===== src/hw/rtl/dspg_pkg.sv =====
// ----------------------------------------------------------------------------
// dspg_pkg: shared types and constants for the dual stepper pulse generator
// Operation codes, result widths and the microstep pin decode.
// ----------------------------------------------------------------------------
package dspg_pkg;

    localparam int DSPG_DELAY_WIDTH = 12;
    localparam int COUNT_WIDTH      = 16;
    localparam int MODE_WIDTH       = 3;
    localparam int OP_WIDTH         = 2;

    // Modes at or above this value drive all three microstep pins high.
    localparam logic [MODE_WIDTH-1:0] MODE_ALL_HIGH_FROM = 3'd4;

    // Result word: two step pins, two dir pins, two mode fields, enable, two counts.
    localparam int OUT_BITS     = 4 + 2 * MODE_WIDTH + 1 + 2 * COUNT_WIDTH;
    localparam int OUT_TDATA_W  = ((OUT_BITS + 7) / 8) * 8;

    typedef logic [OP_WIDTH-1:0] t_op;

    localparam t_op OP_TICK   = 2'd0;
    localparam t_op OP_SPEED  = 2'd1;
    localparam t_op OP_FETCH  = 2'd2;
    localparam t_op OP_ENABLE = 2'd3;

    typedef struct packed {
        logic                   step;       // step level after the transfer
        logic                   dir;        // 1 forward
        logic [MODE_WIDTH-1:0]  mode;       // MS3 MS2 MS1
        logic [COUNT_WIDTH-1:0] count_out;  // count before clearing, fetch only
        logic [COUNT_WIDTH-1:0] live_count; // count held now
    } t_motor_status;

    function automatic logic [MODE_WIDTH-1:0] mode_to_pins(input logic [MODE_WIDTH-1:0] mode);
        logic [MODE_WIDTH-1:0] pins;
        if (mode < MODE_ALL_HIGH_FROM) begin
            pins = {1'b0, mode[1:0]};
        end else begin
            pins = '1;
        end
        return pins;
    endfunction

endpackage


===== src/hw/rtl/dspg_motor.sv =====
// ----------------------------------------------------------------------------
// dspg_motor: one stepper channel
// Holds the delay, divider, step level, step count, direction and mode pins
// and updates them for each command passed to the result stage.
// ----------------------------------------------------------------------------
module dspg_motor #(
    parameter int DELAY_WIDTH = dspg_pkg::DSPG_DELAY_WIDTH
) (
    input  logic                        i_clk,
    input  logic                        i_rst_n,
    input  logic                        i_load,
    input  dspg_pkg::t_op               i_op,
    input  logic [DELAY_WIDTH-1:0]      i_delay,
    input  logic                        i_reverse,
    input  logic [dspg_pkg::MODE_WIDTH-1:0] i_microstep,
    output dspg_pkg::t_motor_status     o_status
);
    import dspg_pkg::*;

    logic [DELAY_WIDTH-1:0] r_half, n_half;
    logic [DELAY_WIDTH:0]   r_div, n_div;
    logic                   r_level, n_level;
    logic [COUNT_WIDTH-1:0] r_count, n_count;
    logic                   r_rev, n_rev;
    logic [MODE_WIDTH-1:0]  r_mode, n_mode;
    logic [DELAY_WIDTH:0]   div_inc;
    logic [COUNT_WIDTH-1:0] count_out;

    assign div_inc = r_div + 1'b1;

    always_comb begin
        n_half    = r_half;
        n_div     = r_div;
        n_level   = r_level;
        n_count   = r_count;
        n_rev     = r_rev;
        n_mode    = r_mode;
        count_out = '0;
        unique case (i_op)
            OP_TICK: begin
                if (r_half != '0) begin
                    if (div_inc > {1'b0, r_half}) begin
                        n_div   = '0;
                        n_level = ~r_level;
                        // The count moves only on the rising step edge.
                        if (!r_level) begin
                            n_count = r_rev ? (r_count - 1'b1) : (r_count + 1'b1);
                        end
                    end else begin
                        n_div = div_inc;
                    end
                end
            end
            OP_SPEED: begin
                n_half = i_delay;
                n_rev  = i_reverse;
                n_mode = mode_to_pins(i_microstep);
            end
            OP_FETCH: begin
                count_out = r_count;
                n_count   = '0;
            end
            OP_ENABLE: begin
            end
            default: begin
            end
        endcase
    end

    always_ff @(posedge i_clk) begin
        if (!i_rst_n) begin
            r_half  <= '0;
            r_div   <= '0;
            r_level <= 1'b0;
            r_count <= '0;
            r_rev   <= 1'b0;
            r_mode  <= '0;
        end else if (i_load) begin
            r_half  <= n_half;
            r_div   <= n_div;
            r_level <= n_level;
            r_count <= n_count;
            r_rev   <= n_rev;
            r_mode  <= n_mode;
        end
    end

    assign o_status.step       = n_level;
    assign o_status.dir        = ~n_rev;
    assign o_status.mode       = n_mode;
    assign o_status.count_out  = count_out;
    assign o_status.live_count = r_count;

endmodule


===== src/hw/rtl/dual_stepper_pulse_generator_unit.sv =====
// ----------------------------------------------------------------------------
// dual_stepper_pulse_generator_unit: two-channel stepper step generator
// Ticks, speed loads, count fetches and enable writes come in as a stream;
// every command yields one result with the pin levels after it.
// ----------------------------------------------------------------------------
//  channel | direction | payload
//  s_*     | in        | tuser: op; tdata: delays, directions, modes, enable
//  m_*     | out       | tdata: pins, enable, counts (one per command)
//
//  A command is registered at the input, then processed and registered into
//  the result stage: one command per cycle sustained while m_tready is high.
//  The result stage advances whenever it is empty or taken.
//  A stall on m_tready holds both stages and s_tready drops once the input
//  register is full. Reset stops both motors and disables the drivers.
// ----------------------------------------------------------------------------
module dual_stepper_pulse_generator_unit #(
    parameter int DELAY_WIDTH = dspg_pkg::DSPG_DELAY_WIDTH,
    localparam int IN_BITS     = 2 * DELAY_WIDTH + 2 * (1 + dspg_pkg::MODE_WIDTH) + 1,
    localparam int IN_TDATA_W  = ((IN_BITS + 7) / 8) * 8
) (
    input  logic                             i_clk,
    input  logic                             i_rst_n,
    input  logic                             s_tvalid,
    output logic                             s_tready,
    // tdata from bit 0: left_delay, left_reverse, left_microstep, right_delay,
    // right_reverse, right_microstep, enable, zero fill
    input  logic [IN_TDATA_W-1:0]            s_tdata,
    // tuser: op
    input  logic [dspg_pkg::OP_WIDTH-1:0]    s_tuser,
    output logic                             m_tvalid,
    input  logic                             m_tready,
    // tdata from bit 0: left_step_pin, right_step_pin, left_dir_pin,
    // right_dir_pin, left_mode_pins, right_mode_pins, enable_pin_n,
    // left_count_out, right_count_out, zero fill
    output logic [dspg_pkg::OUT_TDATA_W-1:0] m_tdata
);
    import dspg_pkg::*;

    localparam int L_DLY  = 0;
    localparam int L_REV  = L_DLY + DELAY_WIDTH;
    localparam int L_MS   = L_REV + 1;
    localparam int R_DLY  = L_MS + MODE_WIDTH;
    localparam int R_REV  = R_DLY + DELAY_WIDTH;
    localparam int R_MS   = R_REV + 1;
    localparam int EN_BIT = R_MS + MODE_WIDTH;

    logic                 r_in_valid;
    t_op                  r_in_op;
    logic [IN_BITS-1:0]   r_in_data;
    logic                 r_out_valid;
    logic                 r_out_fetch;
    logic [OUT_BITS-1:0]  r_out_data;
    logic                 r_enable_n, n_enable_n;
    logic                 advance;
    logic                 load;
    t_motor_status        left_st, right_st;

    assign advance  = !r_out_valid || m_tready;
    assign load     = r_in_valid && advance;
    assign s_tready = !r_in_valid || advance;

    always_ff @(posedge i_clk) begin
        if (!i_rst_n) begin
            r_in_valid <= 1'b0;
        end else if (s_tready) begin
            r_in_valid <= s_tvalid;
        end
    end

    always_ff @(posedge i_clk) begin
        if (s_tready && s_tvalid) begin
            r_in_op   <= s_tuser;
            r_in_data <= s_tdata[IN_BITS-1:0];
        end
    end

    dspg_motor #(.DELAY_WIDTH(DELAY_WIDTH)) u_left (
        .i_clk      (i_clk),
        .i_rst_n    (i_rst_n),
        .i_load     (load),
        .i_op       (r_in_op),
        .i_delay    (r_in_data[L_REV-1:L_DLY]),
        .i_reverse  (r_in_data[L_REV]),
        .i_microstep(r_in_data[R_DLY-1:L_MS]),
        .o_status   (left_st)
    );

    dspg_motor #(.DELAY_WIDTH(DELAY_WIDTH)) u_right (
        .i_clk      (i_clk),
        .i_rst_n    (i_rst_n),
        .i_load     (load),
        .i_op       (r_in_op),
        .i_delay    (r_in_data[R_REV-1:R_DLY]),
        .i_reverse  (r_in_data[R_REV]),
        .i_microstep(r_in_data[EN_BIT-1:R_MS]),
        .o_status   (right_st)
    );

    always_comb begin
        n_enable_n = r_enable_n;
        if (r_in_op == OP_ENABLE) begin
            n_enable_n = ~r_in_data[EN_BIT];
        end
    end

    always_ff @(posedge i_clk) begin
        if (!i_rst_n) begin
            r_enable_n  <= 1'b1;
            r_out_valid <= 1'b0;
        end else begin
            if (load) begin
                r_enable_n <= n_enable_n;
            end
            if (advance) begin
                r_out_valid <= r_in_valid;
            end
        end
    end

    always_ff @(posedge i_clk) begin
        if (load) begin
            r_out_fetch <= (r_in_op == OP_FETCH);
            r_out_data  <= {right_st.count_out, left_st.count_out, n_enable_n,
                            right_st.mode, left_st.mode, right_st.dir, left_st.dir,
                            right_st.step, left_st.step};
        end
    end

    assign m_tvalid = r_out_valid;
    assign m_tdata  = {{(OUT_TDATA_W - OUT_BITS){1'b0}}, r_out_data};

    // Counts are reported only for a fetch.
    a_count_only_on_fetch: assert property (@(posedge i_clk) disable iff (!i_rst_n)
        (r_out_valid && !r_out_fetch) |-> (r_out_data[OUT_BITS-1:OUT_BITS-2*COUNT_WIDTH] == '0))
        else $error("nonzero count in a result that is not a fetch");

    // A fetch leaves both counts cleared.
    a_fetch_clears: assert property (@(posedge i_clk) disable iff (!i_rst_n)
        (load && r_in_op == OP_FETCH) |=>
            (left_st.live_count == '0 && right_st.live_count == '0))
        else $error("step count not cleared by fetch");

    // Mode pins are either a direct mode with MS3 low or all high.
    a_mode_legal: assert property (@(posedge i_clk) disable iff (!i_rst_n)
        r_out_valid |-> ((r_out_data[6] == 1'b0 || r_out_data[6:4] == 3'b111) &&
                         (r_out_data[9] == 1'b0 || r_out_data[9:7] == 3'b111)))
        else $error("illegal microstep pin pattern");

endmodule


===== config.mk =====
export PLATFORM = sky130hd
export DESIGN_NAME = dual_stepper_pulse_generator_unit
export DESIGN_NICKNAME = d
export VERILOG_FILES = /design/src/hw/rtl/dspg_pkg.sv /design/src/hw/rtl/dspg_motor.sv /design/src/hw/rtl/dual_stepper_pulse_generator_unit.sv
export SDC_FILE = /design/constraint.sdc
export NUM_CORES = 1
export LEC_CHECK = 0
export BUFFER_PORTS_ARGS = -buffer_cell sky130_fd_sc_hd__buf_2
export CAP_MARGIN = 30
export CORE_ASPECT_RATIO = 1.2
export CORE_MARGIN = 8
export CORE_UTILIZATION = 40
export DETAILED_ROUTE_END_ITERATION = 8
export GPL_ROUTABILITY_DRIVEN = 0
export SETUP_SLACK_MARGIN = 0.2
export SLEW_MARGIN = 20
export SYNTH_ARGS = -nofsm -noshare
export SYNTH_HDL_FRONTEND = slang
export SYNTH_SLANG_ARGS = --single-unit

===== constraint.sdc =====
create_clock -name i_clk -period 8.8 [get_ports i_clk]
set_input_delay 0.88 -clock i_clk [delete_from_list [all_inputs] [get_ports i_clk]]
set_output_delay 0.88 -clock i_clk [all_outputs]
set_load 0.02 [all_outputs]

==> metrics.txt, run 1 <==
ys flop type dfxtp_1; static leakage 3.90 nW; vias post-DR roughly 6300; residual DRC count 0; Peak VDD IR around 0.14 mV; placed cells 1206; MaxCap Viol Count 0; initial antenna violation count 2; I/O Buffers 83; Rows 58; CTS Root Buffer Type clkbuf_16; M3 GR Usage 0.0323; Clock Latency Late Sink approximately 0.43 ns; EDFF count, synth 78; post-CTS setup repair buffer count 0; CTS sink count roughly 170; Final HPWL DP ~12 mm; Clk pin slew, worst setup/hold paths roughly 0.07 ns; largest net degree at the start of global routing 58; Initial Util 0.407; Worst Setup End Kind register; gr ovfl total 0; outcome complete, no violations; CP required just over 9 ns; Worst Path Class, Setup reg2reg; clock buffer count from CTS 17; Total Wirelength around 18 mm; Min-Delay Path Class reg2reg; total power around 1.8 mW; Die Height ~180 um; most frequent cells in the layout nand2_1, dfxtp_1, a21oi_1; grt met2 use 0.227; H-Tree Depth 4; number of DRC markers in iteration 0 230; vias in the first global route slightly above 6000; endpoints failing hold 0; Slew @ Worst Pin 0.937 ns; worst relative slew slack 0.375; core area approximately 21000 um2; Nets between 1000 and 1500; WP data arrival 4.39 ns; CP Launch Type register; Synth warnings 0; #FFs+latches synth roughly 170; Die Area 26300 um2; commonest non-fill, non-tap cell in the layout nand2_1; area delta synth->final 15.4%; fmax about 0.25 GHz; Post-Syn Area ~8500 um2; Die Wd around 150 um; max-slew violations 0; Seq/Total Area, Yosys 0.497; Final Skew approximately 0.0083 ns; layout cells sized above 1 0.138; antenna viol nets, final 0; worst-path fanout max 16; # IOs 96; Cell variety after synth 60; ys async rst share 0; drt first pass iters 7; fin crit share 0.457; RSZ-0062 raised after global routing false; Cells after Synth about 880; WL per Instance about 14 um; CTS tree built; P per Cell Area between 150 and 200 nW/um2; total track usage 0.138; post-cts repair resize count 0; GR peak layer met2; Non-Filler Instances approximately 1200; Post-CTS Hold Fix Bufs 0; first-pass GRT wire length 29.8 mm; Final min period about 4 ns; worst-case clock buffer depth 2; final setup violating endpoints 0; antenna cells 0; Setup TNS 0 ns; global routing usage on met1 0.175; Vias/cell 5.06; Post-Syn Area per Cell ~9.7 um2
[path summary, 6_finish.rpt]
| kind | startpoint | endpoint | slack [ns] | cells after the start |
|---|---|---|---|---|
| hold reg to reg | u_right.r_mode[2] | u_right.r_mode[2] | 0.46 | 2 |
| hold / removal | u_right.r_mode[2] | u_right.r_mode[2] | 0.46 | 2 |
| setup reg to reg | u_right.r_div[2] | u_right.r_count[14] | 4.77 | 13 |
| setup / recovery | u_right.r_div[2] | u_right.r_count[14] | 4.77 | 13 |
[layout make-up]
cell class	count	area, um2
clock buffers	17	425
clock inverters	15	218
fillers	2018	11100
inverters	33	124
multi-input cells	639	4030
flip-flops and latches	173	4240
well taps	270	338
repair buffers	91	477
[logic make-up after synthesis]
| family | share of synthesized area |
|---|---|
| XOR/XNOR | 0.0523 |
| flip-flops | 0.497 |
| other | 0.000439 |
| AND/OR/NAND/NOR | 0.181 |
| adder cells (fa/ha/maj) | 0.0838 |
| multiplexers | 0.00967 |
| buffers and inverters | 0.0349 |
| AO/OA/AOI/OAI | 0.141 |
[per-stage QoR]
| stage | utilization | cell area [um2] | hold WS (ns) | setup WS, ns |
|---|---|---|---|---|
| after floorplan | - | 8560 | 0.426 | 5.05 |
| after global placement | 0.439 | 9200 | 0.439 | 4.70 |
| after detailed placement | 0.439 | 9210 | 0.452 | 4.60 |
| after CTS | 0.470 | 9860 | 0.460 | 4.74 |
| after global routing | 0.470 | 9860 | 0.474 | 4.44 |
| final | 0.470 | 9860 | 0.459 | 4.77 |
[routing by layer]
metal | vias to the layer above | part of all wire
met5 | - | 0.0014
met4 | 4 | 0.013
met3 | 20 | 0.048
met2 | 110 | 0.46
met1 | 2872 | 0.48
li1 | 3260 | -
[flip-flops by register name, indices dropped and copies added (netlist names), 2 cells and up]
name	flops
r_in_data	33
r_in_op	2
r_out_data	43
u_left.r_count	16
u_left.r_div	13
u_left.r_half	12
u_left.r_mode	3
u_right.r_count	16
u_right.r_div	13
u_right.r_half	12
u_right.r_mode	3
[cell usage after synthesis (2+ instances only)]
cell,n,area (um2)
and3_1,13,81.3
or3_1,2,12.5
nor2_1,68,255
nand2_1,113,424
nand3b_1,11,82.6
nor3b_1,2,15.0
nor2b_1,6,37.5
mux2i_1,6,60.1
edfxtp_1,78,2340
clkinv_1,2,7.51
clkbuf_1,24,90.1
nand4_1,5,31.3
nor3_1,7,35.0
nor4_1,7,43.8
o21bai_1,5,37.5
dfxtp_1,95,1900
a311oi_1,4,35.0
inv_1,30,113
a31oi_1,5,31.3
a21o_1,9,67.6
o21a_1,6,45.0
o21ai_1,5,25.0
fa_1,2,40.0
nand3_1,40,200
buf_2,7,35.0
buf_4,6,45.0
xor2_1,19,166
mux2_2,2,22.5
nand2b_1,4,25.0
ha_1,54,676
a22oi_1,6,45.0
a2bb2oi_1,4,35.0
a21oi_1,94,470
and2_1,37,231
and4_1,2,17.5
o31ai_1,5,37.5
o21ai_0,34,170
a211oi_1,7,52.6
xnor2_1,32,280
[worst max-delay path: stages, from the launching register on]
cell and delay [ns]:
dfxtp_1 0.40, and3_1 0.29, and3_1 0.26, and3_1 0.25
nand3_1 0.11, xnor2_1 0.27, ha_1 0.30, nand4_1 0.09
nor2_1 0.06, a221oi_1 0.60, o32ai_4 0.37, a21oi_2 0.63
and3_1 0.25, a31o_1 0.09
[power by group]
group	switching, mW	total (mW)	internal (mW)	leakage [nW]
clock network	0.316	0.819	0.503	0.309
registers	0.0116	0.875	0.863	1.52
logic	0.0729	0.108	0.0349	2.07
total	0.400	1.80	1.40	3.90
No activity file was read; power rests on OpenSTA's default activity.
==> run 2: changes to the inputs <==
ABC_AREA = 1   (was not set)
clock period = 3.4 ns   (was 8.8 ns; I/O delays follow)
==> run 2 against run 1 <==
Register-to-register slack worse by 4.3 ns. Highest routed layer unchanged. Clock skew up 0.0042 ns. Design area up 6.3%.
==> metrics.txt, run 2 <==
core area 22900 um2 (was 21000 um2); max reg flops 43 (unchanged); Rows 61 (was 58); largest stage delay on the critical path 0.42 ns (was 0.63 ns); CTS Root Buffer Type clkbuf_16 (unchanged); endpoints failing hold 0 (unchanged); number of DRC markers in iteration 0 408 (was 230); Largest regs r_out_data: 43 flops, r_in_data: 33 flops (unchanged); CTS tree built (unchanged); critical path buffer and inverter count 0 (unchanged); Clk pin slew, worst setup/hold paths 0.06 ns (was 0.07 ns); synth top area cells edfxtp_1, dfxtp_1, nand2_1 (was edfxtp_1, dfxtp_1, ha_1); worst hold start s_tuser[1] (was u_right.r_mode[2]); ys flop type dfxtp_1 (unchanged); crit-path leading delay family simple AND/OR/NAND/NOR gates (was compound AO/OA/AOI/OAI gates); reg2reg start u_right.r_div[0] (was u_right.r_div[2]); CTS sink count 173 (unchanged); outcome complete, no violations (unchanged); Design Area, Final 10500 um2 (was 9860 um2); fin crit share 0.852 (was 0.457); Min-Delay Path Class in2reg (was reg2reg); worst-path fanout max 12 (was 16); Vias/cell 5.07 (was 5.06); residual DRC count 0 (unchanged); # IOs 96 (unchanged); most frequent cells in the layout nand2_1, a21oi_1, nor2_1 (was nand2_1, dfxtp_1, a21oi_1); first-pass GRT wire length 35.0 mm (was 29.8 mm); commonest non-fill, non-tap cell in the layout nand2_1 (unchanged); Final Skew 0.0125 ns (was 0.00828 ns); Worst Path Class, Setup reg2reg (unchanged); static leakage 4.39 nW (was 3.90 nW); Seq/Total Area, Yosys 0.460 (was 0.497); Peak VDD IR 0.333 mV (was 0.138 mV); I/O Buffers 83 (unchanged); Final HPWL DP 14.6 mm (was 12.1 mm); Post-Syn Area per Cell 8.27 um2 (was 9.72 um2); max-slew violations 0 (unchanged); drt first pass iters 5 (was 7); biggest area consumer among synthesized cells edfxtp_1 (unchanged); worst-case clock buffer depth 2 (unchanged); MaxCap Viol Count 0 (unchanged); Final WS setup 0.503 ns (was 4.77 ns); cell mode on critical path nand2_1 (was and3_1); # fillers 2259 (was 2018); #FFs+latches synth 173 (unchanged); antenna viol nets, final 0 (unchanged); Die Height 182 um (was 176 um); vias in the first global route 7283 (was 6172); gr ovfl total 0 (unchanged); ys async rst share 0 (unchanged); RSZ-0062 raised after global routing false (unchanged); antenna cells 0 (unchanged); Slew @ Worst Pin 0.888 ns (was 0.937 ns); clock buffer count from CTS 17 (unchanged); crit-path cells ha_1 -> nand3_2 -> nor4_2 -> xor2_1 -> ha_1 -> nand2_1 -> o21ai_0 -> nor2_1 -> nand2_1 -> nand2_1 -> nand2_2 -> nand2_1 -> nand3_1 -> a21oi_1 (was and3_1 -> and3_1 -> and3_1 -> nand3_1 -> xnor2_1 -> ha_1 -> nand4_1 -> nor2_1 -> a221oi_1 -> o32ai_4 -> a21oi_2 -> and3_1 -> a31o_1); Worst Hold End r_in_op[1] (was u_right.r_mode[2]); Reg with most FFs r_out_data (unchanged); Post-CTS Hold Fix Bufs 0 (unchanged); Die Wd 155 um (was 149 um); Die Area 28200 um2 (was 26300 um2); largest net degree at the start of global routing 63 (was 58); Clock Latency Late Sink 0.43 ns (about the same); R2R depth 14 (was 13); worst reg2reg setup slack 0.50 ns (was 4.77 ns); layout cells sized above 1 0.141 (was 0.138); vias post-DR 7520 (was 6266); H-Tree Depth 4 (unchanged); CP Launch Type register (unchanged); worst relative slew slack 0.407 (was 0.375); Setup TNS 0 ns (unchanged); area delta synth->final 13.6% (was 15.4%); EDFF count, synth 78 (unchanged); placed cells 1449 (was 1206); WHS Path Cells 1 (was 2); Synth top area share 0.254 (was 0.274); CP required 3.74 ns (was 9.17 ns); Cells after Synth 1115 (was 879); total track usage 0.152 (was 0.138); Worst Setup End Kind register (unchanged); initial antenna violation count 1 (was 2); Initial Util 0.403 (was 0.407); Synth warnings 0 (unchanged); WP data arrival 3.24 ns (was 4.39 ns); Nets 1291 (was 1057); fmax 0.345 GHz (was 0.248 GHz); reg2reg end u_right.r_div[7] (was u_right.r_count[14]); Cell variety after synth 43 (was 60); Crit-path slowest cell dfxtp_1 (was a21oi_2); P per Cell Area 458 nW/um2 (was 183 nW/um2); worst slack, placed 0.344 ns (was 4.60 ns); Final min period 2.90 ns (was 4.03 ns); count leader, synth nand2_1 (unchanged); Post-DP Area 9810 um2 (was 9210 um2); Total Wirelength 21.3 mm (was 17.6 mm); WL per Instance 14.4 um (was 14.2 um); Post-synth top cells nand2_1, a21oi_1, nor2_1 (was nand2_1, dfxtp_1, a21oi_1); final setup violating endpoints 0 (unchanged); Non-Filler Instances 1484 (was 1238); Hold Slack 0.0887 ns (was 0.459 ns); Post-Syn Area 9230 um2 (was 8540 um2)
run 2: cell type report:
| class | instances | area [um2] | share of cell area |
|---|---|---|---|
| inverter | 115 | 434 | 0.0414 |
| multi-input combinational | 785 | 4320 | 0.412 |
| clock inverter | 11 | 143 | 0.0136 |
| sequential | 173 | 4250 | 0.405 |
| timing repair buffer | 97 | 533 | 0.0509 |
| clock buffer | 20 | 447 | 0.0426 |
| tap | 283 | 354 | 0.0338 |
run 2: worst reg2reg max path, cell delays in order, from the launching register on:
cell and delay (ns):
dfxtp_1 0.42, ha_1 0.25, nand3_2 0.14, nor4_2 0.26, xor2_1 0.29, ha_1 0.31, nand2_1 0.09, o21ai_0 0.10
nor2_1 0.10, nand2_1 0.06, nand2_1 0.07, nand2_2 0.08, nand2_1 0.35, nand3_1 0.14, a21oi_1 0.16
run 2: routing by layer:
metal,part of all wire,track usage,vias to the layer above
met3,0.040,0.0362,25
met5,0.00042,0,-
met4,0.016,0.0558,2
li1,-,-,3882
met2,0.48,0.257,128
met1,0.47,0.184,3483
run 2: worst max-delay path by stage:
stage | startpoint | to | slack (ns) | cells past startpoint
final | u_right.r_div[0] | u_right.r_div[7] | 0.50 | 14
after global routing | u_right.r_div[0] | u_right.r_div[9] | 0.21 | 14
after CTS | u_right.r_div[0] | u_right.r_count[11] | 0.32 | 16
after detailed placement | u_right.r_div[0] | u_right.r_count[11] | 0.34 | 16
after global placement | u_left.r_div[0] | u_left.r_count[13] | 0.41 | 19
after floorplan | u_right.r_div[0] | u_right.r_count[11] | 0.85 | 15
run 2: kinds of logic (layout without fill, tap and decap cells):
family | count (synthesis) | after routing | share of synthesized area
AOI/OAI and AO/OA | 210 | 210 | 0.120
xor gates and xnor gates | 22 | 22 | 0.0209
adders and majority gates | 56 | 56 | 0.0776
buffers and inverters | 163 | 243 | 0.0799
DFF | 173 | 173 | 0.460
muxes | 2 | 2 | 0.00217
other | 1 | 5 | 0.000406
and+or+nand+nor | 488 | 490 | 0.239
run 2: per-stage QoR:
step / power, mW / utilization
floorplan: 2.75 / -
global placement: 2.86 / 0.429
detailed placement: 2.87 / 0.429
CTS: 4.85 / 0.454
global route: 5.01 / 0.458
finish: 4.80 / 0.458
run 2: what timing repair did:
item	4_1_cts	5_1_grt
setup buffers	0	2
gates resized for setup	0	8
endpoints found under the setup margin	0	58
run 2: power breakdown:
part	internal (mW)	switching, mW
registers	2.26	0.0444
clock network	1.17	0.803
logic	0.165	0.360
